### src/rtl/uvdc_pkg.sv
// Shared types and constants for the lamp exposure controller.
// Used by uvdc_cfg_regs and uv_dose_exposure_controller_top; depends on nothing.
package uvdc_pkg;

	localparam int ADC_BITS = 12;
	localparam int GAIN_W   = 16;
	localparam int PROD_W   = ADC_BITS + GAIN_W;
	localparam int CNT_W    = 9;
	localparam int CNT_N_W  = CNT_W + 1;
	localparam int LIMIT_W  = 24;
	localparam int LPROD_W  = LIMIT_W + CNT_N_W;
	localparam int TGT_W    = 26;
	localparam int IDX_W    = 3;
	localparam int CFG_W    = 24;

	typedef enum logic [IDX_W-1:0] {
		REG_DOSE_SETTING   = 3'd0,
		REG_GAIN_PER_CODE  = 3'd1,
		REG_MAX_SAMPLES    = 3'd2,
		REG_SETTLE_SAMPLES = 3'd3,
		REG_AVG_LIMIT      = 3'd4
	} reg_idx_t;

	typedef enum logic [2:0] {
		ST_OK      = 3'd0,
		ST_STOP    = 3'd1,
		ST_TIMEOUT = 3'd2,
		ST_NOLIGHT = 3'd3,
		ST_HIGH    = 3'd4
	} status_t;

	localparam logic [3:0]         RST_DOSE_SETTING   = 4'd0;
	localparam logic [GAIN_W-1:0]  RST_GAIN_PER_CODE  = 16'd330;
	localparam logic [CNT_W-1:0]   RST_MAX_SAMPLES    = 9'd300;
	localparam logic [7:0]         RST_SETTLE_SAMPLES = 8'd3;
	localparam logic [LIMIT_W-1:0] RST_AVG_LIMIT      = 24'd327680;

	typedef struct packed {
		logic                kind;
		logic                start_pressed;
		logic                stop_pressed;
		logic [ADC_BITS-1:0] adc_code;
	} in_t;

	typedef struct packed {
		logic             coil_on;
		logic             indicator_on;
		logic             led_ok;
		logic             led_fail;
		logic             busy_res;
		logic             run_done;
		logic [2:0]       end_code;
		logic [CNT_W-1:0] tick_total;
		logic [31:0]      dose_sum;
	} out_t;

	typedef struct packed {
		logic [3:0]         dose_setting;
		logic [GAIN_W-1:0]  gain_per_code;
		logic [CNT_W-1:0]   max_samples;
		logic [7:0]         settle_samples;
		logic [LIMIT_W-1:0] avg_limit;
	} cfg_t;

	// target = 10^(bit3+1) * (low three bits + 1), in Q10.16
	function automatic logic [TGT_W-1:0] target_q16(input logic [3:0] setting);
		logic [9:0] mult;
		logic [9:0] base;
		mult = setting[3] ? 10'd100 : 10'd10;
		base = 10'(mult * (10'(setting[2:0]) + 10'd1));
		return {base, 16'b0};
	endfunction

endpackage

### src/rtl/uvdc_cfg_regs.sv
// Configuration register file of the lamp exposure controller.
// Depends on uvdc_pkg for the register indexes, reset values and cfg_t.
module uvdc_cfg_regs (
	input  logic                       clk,
	input  logic                       arst_n,
	input  logic                       wr_en,
	input  logic [uvdc_pkg::IDX_W-1:0] wr_index,
	input  logic [uvdc_pkg::CFG_W-1:0] wr_data,
	output uvdc_pkg::cfg_t             cfg
);
	import uvdc_pkg::*;

	cfg_t cfg_q;

	always_ff @(posedge clk or negedge arst_n) begin
		if (!arst_n) begin
			cfg_q.dose_setting   <= RST_DOSE_SETTING;
			cfg_q.gain_per_code  <= RST_GAIN_PER_CODE;
			cfg_q.max_samples    <= RST_MAX_SAMPLES;
			cfg_q.settle_samples <= RST_SETTLE_SAMPLES;
			cfg_q.avg_limit      <= RST_AVG_LIMIT;
		end else if (wr_en) begin
			unique case (wr_index)
				REG_DOSE_SETTING:   cfg_q.dose_setting   <= wr_data[3:0];
				REG_GAIN_PER_CODE:  cfg_q.gain_per_code  <= wr_data[GAIN_W-1:0];
				REG_MAX_SAMPLES:    cfg_q.max_samples    <= wr_data[CNT_W-1:0];
				REG_SETTLE_SAMPLES: cfg_q.settle_samples <= wr_data[7:0];
				REG_AVG_LIMIT:      cfg_q.avg_limit      <= wr_data[LIMIT_W-1:0];
				default: ;
			endcase
		end
	end

	assign cfg = cfg_q;

endmodule

### src/rtl/uv_dose_exposure_controller_top.sv
// Top level of the lamp exposure controller.
// Depends on uvdc_pkg and uvdc_cfg_regs.

// One result per request. A request is registered together with its gain-times-code
// product; when it advances, the run state is updated (dose add with saturation, average
// limit product, ordered end checks) and the output register is loaded. A new request
// can be taken every cycle while results are taken. The output register lets one more
// request in while a result waits; after that the input stalls until the result is
// taken. The dose accumulator is DOSE_BITS wide and dose_sum shows its low 32 bits.
// Configuration writes are taken every cycle and should be made only when no request is
// in flight.
module uv_dose_exposure_controller_top #(
	parameter int DOSE_BITS = 32
) (
	input  logic                       clk,
	input  logic                       arst_n,
	input  logic                       in_valid,
	output logic                       in_ready,
	input  uvdc_pkg::in_t              in_data,
	output logic                       out_valid,
	input  logic                       out_ready,
	output uvdc_pkg::out_t             out_data,
	input  logic                       cfg_valid,
	output logic                       cfg_ready,
	input  logic [uvdc_pkg::IDX_W-1:0] cfg_index,
	input  logic [uvdc_pkg::CFG_W-1:0] cfg_data
);
	import uvdc_pkg::*;

	localparam int SUM_W = ((DOSE_BITS > PROD_W) ? DOSE_BITS : PROD_W) + 1;
	localparam int CMP_W = (DOSE_BITS > LPROD_W) ? DOSE_BITS : LPROD_W;
	localparam logic [DOSE_BITS-1:0] DOSE_MAX = {DOSE_BITS{1'b1}};

	cfg_t cfg;

	uvdc_cfg_regs u_cfg (
		.clk      (clk),
		.arst_n   (arst_n),
		.wr_en    (cfg_valid),
		.wr_index (cfg_index),
		.wr_data  (cfg_data),
		.cfg      (cfg)
	);

	assign cfg_ready = 1'b1;

	// input stage
	logic              valid_s1;
	in_t               item_s1;
	logic [PROD_W-1:0] add_s1;
	logic              advance;

	assign advance  = valid_s1 && (!out_valid || out_ready);
	assign in_ready = !valid_s1 || advance;

	always_ff @(posedge clk or negedge arst_n) begin
		if (!arst_n) begin
			valid_s1 <= 1'b0;
		end else if (in_ready) begin
			valid_s1 <= in_valid;
		end
	end

	always_ff @(posedge clk) begin
		if (in_valid && in_ready) begin
			item_s1 <= in_data;
			add_s1  <= PROD_W'(in_data.adc_code) * PROD_W'(cfg.gain_per_code);
		end
	end

	// run state
	logic                 armed_q, running_q, lamp_q, blink_q, ok_q, fail_q;
	logic [CNT_W-1:0]     tick_q;
	logic [DOSE_BITS-1:0] dose_q;
	status_t              status_q;

	logic                 armed_d, running_d, lamp_d, blink_d, ok_d, fail_d, done_d;
	logic [CNT_W-1:0]     tick_d;
	logic [DOSE_BITS-1:0] dose_d;
	status_t              status_d;

	logic [CNT_N_W-1:0]   tick_n;
	logic [SUM_W-1:0]     sum;
	logic [DOSE_BITS-1:0] dose_n;
	logic [LPROD_W-1:0]   limit_n;
	logic                 too_high;
	logic                 reached;
	logic                 fault;

	always_comb begin
		tick_n   = CNT_N_W'(tick_q) + CNT_N_W'(1);
		sum      = SUM_W'(dose_q) + SUM_W'(add_s1);
		dose_n   = (sum > SUM_W'(DOSE_MAX)) ? DOSE_MAX : DOSE_BITS'(sum);
		limit_n  = LPROD_W'(cfg.avg_limit) * LPROD_W'(tick_n);
		too_high = CMP_W'(dose_n) > CMP_W'(limit_n);
		reached  = CMP_W'(dose_n) >= CMP_W'(target_q16(cfg.dose_setting));
		fault    = (tick_n > CNT_N_W'(cfg.settle_samples))
			&& ((item_s1.adc_code == '0) || too_high);

		armed_d   = armed_q;
		running_d = running_q;
		lamp_d    = lamp_q;
		blink_d   = blink_q;
		ok_d      = ok_q;
		fail_d    = fail_q;
		tick_d    = tick_q;
		dose_d    = dose_q;
		status_d  = status_q;
		done_d    = 1'b0;

		if (!item_s1.kind) begin
			if (!running_q && item_s1.start_pressed) begin
				if (armed_q) begin
					running_d = 1'b1;
					lamp_d    = 1'b1;
					blink_d   = 1'b1;
					ok_d      = 1'b0;
					fail_d    = 1'b0;
					tick_d    = '0;
					dose_d    = '0;
					status_d  = ST_OK;
				end else begin
					armed_d = 1'b1;
				end
			end
		end else if (running_q) begin
			blink_d = !blink_q;
			tick_d  = tick_n[CNT_N_W-1] ? {CNT_W{1'b1}} : tick_n[CNT_W-1:0];
			dose_d  = dose_n;
			done_d  = 1'b1;
			priority if (item_s1.stop_pressed) begin
				status_d = ST_STOP;
			end else if (tick_n > CNT_N_W'(cfg.max_samples)) begin
				status_d = ST_TIMEOUT;
			end else if (fault) begin
				status_d = too_high ? ST_HIGH : ST_NOLIGHT;
			end else if (reached) begin
				status_d = ST_OK;
			end else begin
				done_d = 1'b0;
			end
			// end of run: drop the lamp and disarm
			if (done_d) begin
				lamp_d    = 1'b0;
				running_d = 1'b0;
				armed_d   = 1'b0;
				if (status_d == ST_OK) begin
					blink_d = 1'b0;
					ok_d    = 1'b1;
				end else begin
					blink_d = 1'b1;
					fail_d  = 1'b1;
				end
			end
		end
	end

	always_ff @(posedge clk or negedge arst_n) begin
		if (!arst_n) begin
			armed_q   <= 1'b0;
			running_q <= 1'b0;
			lamp_q    <= 1'b0;
			blink_q   <= 1'b0;
			ok_q      <= 1'b0;
			fail_q    <= 1'b0;
			tick_q    <= '0;
			dose_q    <= '0;
			status_q  <= ST_OK;
		end else if (advance) begin
			armed_q   <= armed_d;
			running_q <= running_d;
			lamp_q    <= lamp_d;
			blink_q   <= blink_d;
			ok_q      <= ok_d;
			fail_q    <= fail_d;
			tick_q    <= tick_d;
			dose_q    <= dose_d;
			status_q  <= status_d;
		end
	end

	// output register
	logic out_valid_q;
	out_t out_q;

	always_ff @(posedge clk or negedge arst_n) begin
		if (!arst_n) begin
			out_valid_q <= 1'b0;
		end else if (advance) begin
			out_valid_q <= 1'b1;
		end else if (out_ready) begin
			out_valid_q <= 1'b0;
		end
	end

	always_ff @(posedge clk) begin
		if (advance) begin
			out_q.coil_on      <= lamp_d;
			out_q.indicator_on <= blink_d;
			out_q.led_ok       <= ok_d;
			out_q.led_fail     <= fail_d;
			out_q.busy_res     <= running_d;
			out_q.run_done     <= done_d;
			out_q.end_code     <= status_d;
			out_q.tick_total   <= tick_d;
			out_q.dose_sum     <= 32'(dose_d);
		end
	end

	assign out_valid = out_valid_q;
	assign out_data  = out_q;

	a_run_armed: assert property (@(posedge clk) disable iff (!arst_n)
		running_q |-> armed_q)
		else $error("run in progress without armed");

	a_lamp_run: assert property (@(posedge clk) disable iff (!arst_n)
		lamp_q == running_q)
		else $error("lamp state differs from run state");

	a_leds_excl: assert property (@(posedge clk) disable iff (!arst_n)
		!(ok_q && fail_q))
		else $error("success and failure LEDs both set");

	a_done_idle: assert property (@(posedge clk) disable iff (!arst_n)
		(out_valid && out_data.run_done) |-> (!out_data.busy_res && !out_data.coil_on))
		else $error("run ended but still shown busy");

	a_busy_status: assert property (@(posedge clk) disable iff (!arst_n)
		(out_valid && out_data.busy_res) |-> (out_data.end_code == ST_OK))
		else $error("status not clear during a run");

endmodule

### config.mk
export PLATFORM = sky130hd
export DESIGN_NAME = uv_dose_exposure_controller_top
export DESIGN_NICKNAME = d
export VERILOG_FILES = /design/src/rtl/uvdc_pkg.sv /design/src/rtl/uvdc_cfg_regs.sv /design/src/rtl/uv_dose_exposure_controller_top.sv
export SDC_FILE = /design/constraint.sdc
export NUM_CORES = 1
export LEC_CHECK = 0
export BUFFER_PORTS_ARGS = -buffer_cell sky130_fd_sc_hd__buf_4
export CAP_MARGIN = 20
export CORE_MARGIN = 2
export CORE_UTILIZATION = 54
export DETAILED_ROUTE_END_ITERATION = 10
export GPL_TIMING_DRIVEN = 0
export PLACE_DENSITY = 0.78
export SYNTH_ARGS = -nofsm -noshare
export SYNTH_HDL_FRONTEND = slang
export SYNTH_SLANG_ARGS = --single-unit
export TNS_END_PERCENT = 20
### constraint.sdc
create_clock -name clk -period 8.27 [get_ports clk]
set_clock_uncertainty 0.05 [all_clocks]
set_input_delay 1.654 -clock clk [delete_from_list [all_inputs] [get_ports clk]]
set_output_delay 1.654 -clock clk [all_outputs]
set_load 0.01 [all_outputs]
==> metrics <==
Fill cells=3714; Netlist cell types=85; CTS tree=done; Max Clock Freq=112.7 MHz; Worst Reg2Reg Path Length in Cells=38; die width=219.5 µm; largest net degree at the start of global routing=95; status=complete, but fails checks; Die Height=219.5 µm; largest stage delay on the critical path=550 ps; Critical R2R Launch=tick_q[2]$_DFFE_PN0P_; core box area=45580 µm²; r2r endpoint=out_data[48]$_DFFE_PP_; Post-synth EDFFs=93; top area cells in the synthesized netlist=fa_1 (25%), ha_1 (12%), edfxtp_1 (11%); # DRC=0; Most used DFF post-synth=dfrtp_1; Worst Hold Path EP=u_cfg.cfg[4]$_DFFE_PN0P_; gr ovfl total=0; remaining antenna violation count=0; CTS Buf Count=25; fin nets=3440; critical path peak fanout=7; Most Frequent Cell on Critical Path=fa_1; WL/cell=20.76 µm; hold path cells=1; worst hold path startpoint=u_cfg.cfg[4]$_DFFE_PN0P_; minimum clock period=8870 ps; Tightest Hold Check Type=register to register; failing checks=setup timing; initial antenna violation count=3; Util after Layout=63.25%; Longest Clk Path Bufs=3; hold buffer count at CTS=0; Area Growth Syn to Fin=14.98%; synthesized netlist cell count=2644; WS Path Type=register to register; area share of the largest cell type after synthesis=25.39%; R2R Setup Slk=-600 ps; max-cap violations=0; IO Pins=100; Setup crit end kind=register; starting density of the core=55.01%; Final Max Tran Viols=0; n_diodes=0; unrepaired setup endpoints after global routing=true; first-pass iteration count of the detailed router=6; Worst setup SP type=register; H-tree depth=1; synthesized area=25070 µm²; final setup margin=-599.7 ps; asr flop ratio synth=54.85%; worst path arrival time=9090 ps; Final Cycle Share=107.3%; port bufs=98; worst-margin pin slew=1150 ps; Max stage delay cell, worst path=fa_1; drt total wl=71.76 mm; CP required=8490 ps; Clock Tree Root=clkbuf_16; HPWL after DPL=56.64 mm; Setup Viol. Count Final=18; Cell Rows=78; vias per cell=5.791; Final Hold Violating Endpoints=0; full die area=48170 µm²; number of DRC markers in iteration 0=1770; total track usage=30.49%; total clock sinks=206; vias in the first global route=20590; Slew headroom=22.66%; via count=20020; synthesis-stage register bit count=206; Mean Syn Cell Area=9.482 µm²; gpl congestion=0.9715; share of cells above drive strength 1=15.26%; Yosys warnings=0; largest area contributor in the netlist=fa_1; CTS clk-pin slew, worst paths=60 ps; first-pass GRT wire length=112.7 mm; Skew-Pair Late Insertion Delay=560 ps; sequential share of the synthesized area=22.48%
==> layout make-up <==
cell class	instances	area, µm²	share of cell area, %
clock buffer	32	661.9	2.296
buffer	114	614.3	2.131
multi-input combinational	1948	18250	63.31
sequential	206	5643	19.57
clock inverter	13	126.4	0.4384
inverter	377	1415	4.909
timing repair buffer	167	1366	4.740
tap	600	750.7	2.604
==> cells in the mapped netlist, types with 16 or more instances <==
| cell type | instances |
|---|---|
| a21o_1 | 34 |
| a21oi_1 | 92 |
| a31oi_1 | 22 |
| and2_1 | 207 |
| clkbuf_1 | 107 |
| dfrtp_1 | 101 |
| edfxtp_1 | 93 |
| fa_1 | 318 |
| ha_1 | 236 |
| inv_1 | 376 |
| mux2_2 | 72 |
| nand2_1 | 367 |
| nand2b_1 | 28 |
| nand3_1 | 51 |
| nand4_1 | 20 |
| nor2_1 | 89 |
| nor2b_1 | 20 |
| nor3_1 | 29 |
| o21a_1 | 18 |
| o21ai_0 | 75 |
| o2bb2ai_1 | 16 |
| xnor2_1 | 53 |
| xor2_1 | 36 |
==> how the worst max path moves through the flow <==
stage / slack, ps / cells after the start / to / start
after floorplan: -90 / 37 / out_data[47]$_DFFE_PP_ / tick_q[2]$_DFFE_PN0P_
after global placement: -1770 / 34 / out_data[49]$_DFFE_PP_ / tick_q[0]$_DFFE_PN0P_
after detailed placement: -1890 / 35 / out_data[49]$_DFFE_PP_ / tick_q[0]$_DFFE_PN0P_
after CTS: -470 / 38 / out_data[47]$_DFFE_PP_ / tick_q[0]$_DFFE_PN0P_
after global routing: -900 / 36 / out_data[48]$_DFFE_PP_ / tick_q[2]$_DFFE_PN0P_
final: -600 / 38 / out_data[48]$_DFFE_PP_ / tick_q[2]$_DFFE_PN0P_
==> state kept, by name, indices dropped and copies added, names as in the netlist <==
| signal | cells |
|---|---|
| add_s1 | 28 |
| armed_q | 1 |
| blink_q | 1 |
| dose_q | 32 |
| fail_q | 1 |
| item_s1 | 15 |
| lamp_q | 1 |
| ok_q | 1 |
| out_data | 50 |
| out_valid | 1 |
| running_q | 1 |
| status_q | 3 |
| tick_q | 9 |
| u_cfg.cfg | 61 |
| valid_s1 | 1 |
==> critical path: cells and delay by family, from the launching register on <==
kind	cells	cell delay (ps)
simple gates	10	1230
flops	1	350
xor+xnor	2	530
mux	1	290
fa+ha+maj	7	2950
compound gates	12	2480
buf+inv	6	710
==> logic make-up after synthesis <==
family	Yosys count	share of synthesized area, %
buffers and inverters	493	7.421
AO/OA/AOI/OAI	357	9.427
adder cells (fa/ha/maj)	554	37.17
AND/OR/NAND/NOR	869	17.05
multiplexers	74	3.314
other	2	0.02995
XOR/XNOR	89	3.109
flip-flops	206	22.48
==> placed cells by master, fill, tap and decap left out, types with 15 or more instances in the layout <==
cell / n
nand3_1: 44
a31oi_1: 22
inv_1: 369
xor2_1: 34
and2_1: 198
nor2_1: 83
nand4_1: 20
xnor2_1: 48
edfxtp_1: 93
o21ai_0: 68
nand2b_1: 28
a21oi_1: 87
buf_4: 154
a21o_1: 33
ha_1: 225
nand2_1: 360
o2bb2ai_1: 15
nor3_1: 25
clkbuf_16: 27
mux2_2: 72
nor2b_1: 18
clkbuf_1: 91
fa_1: 313
o21a_1: 18
dfrtp_1: 95
==> layer usage <==
layer | GRT usage (%) | up-vias | wire, µm
li1 | - | 9034 | -
met1 | 42.08 | 9943 | 30310
met2 | 49.20 | 892 | 33370
met3 | 5.342 | 150 | 5724
met4 | 9.550 | 0 | 2364
met5 | 0 | - | 0
==> timing repair <==
action                     4_1_cts  5_1_grt
setup endpoints to repair       18       18
pin swaps                       69       28
cloned                           1        0
buffers inserted                52       10
resized for setup               90       40
==> metrics by stage <==
step / area (µm²) / hold slack (ps) / setup TNS, ps / std cells / worst slack, ps
after CTS: 28610 / 456.8 / -6508 / 3447 / -467.6
after detailed placement: 26990 / 443.8 / -30030 / 3349 / -1890
after floorplan: 25430 / 406.0 / -188.4 / 2647 / -92.01
after global placement: 26910 / 423.2 / -28330 / 3345 / -1770
final: 28830 / 457.0 / -9217 / 3457 / -599.7
after global routing: 28830 / 475.7 / -14890 / 3457 / -903.7
Power is not shown: default switching activity piles up to over one toggle a cycle in this logic, so the estimate is an artifact.
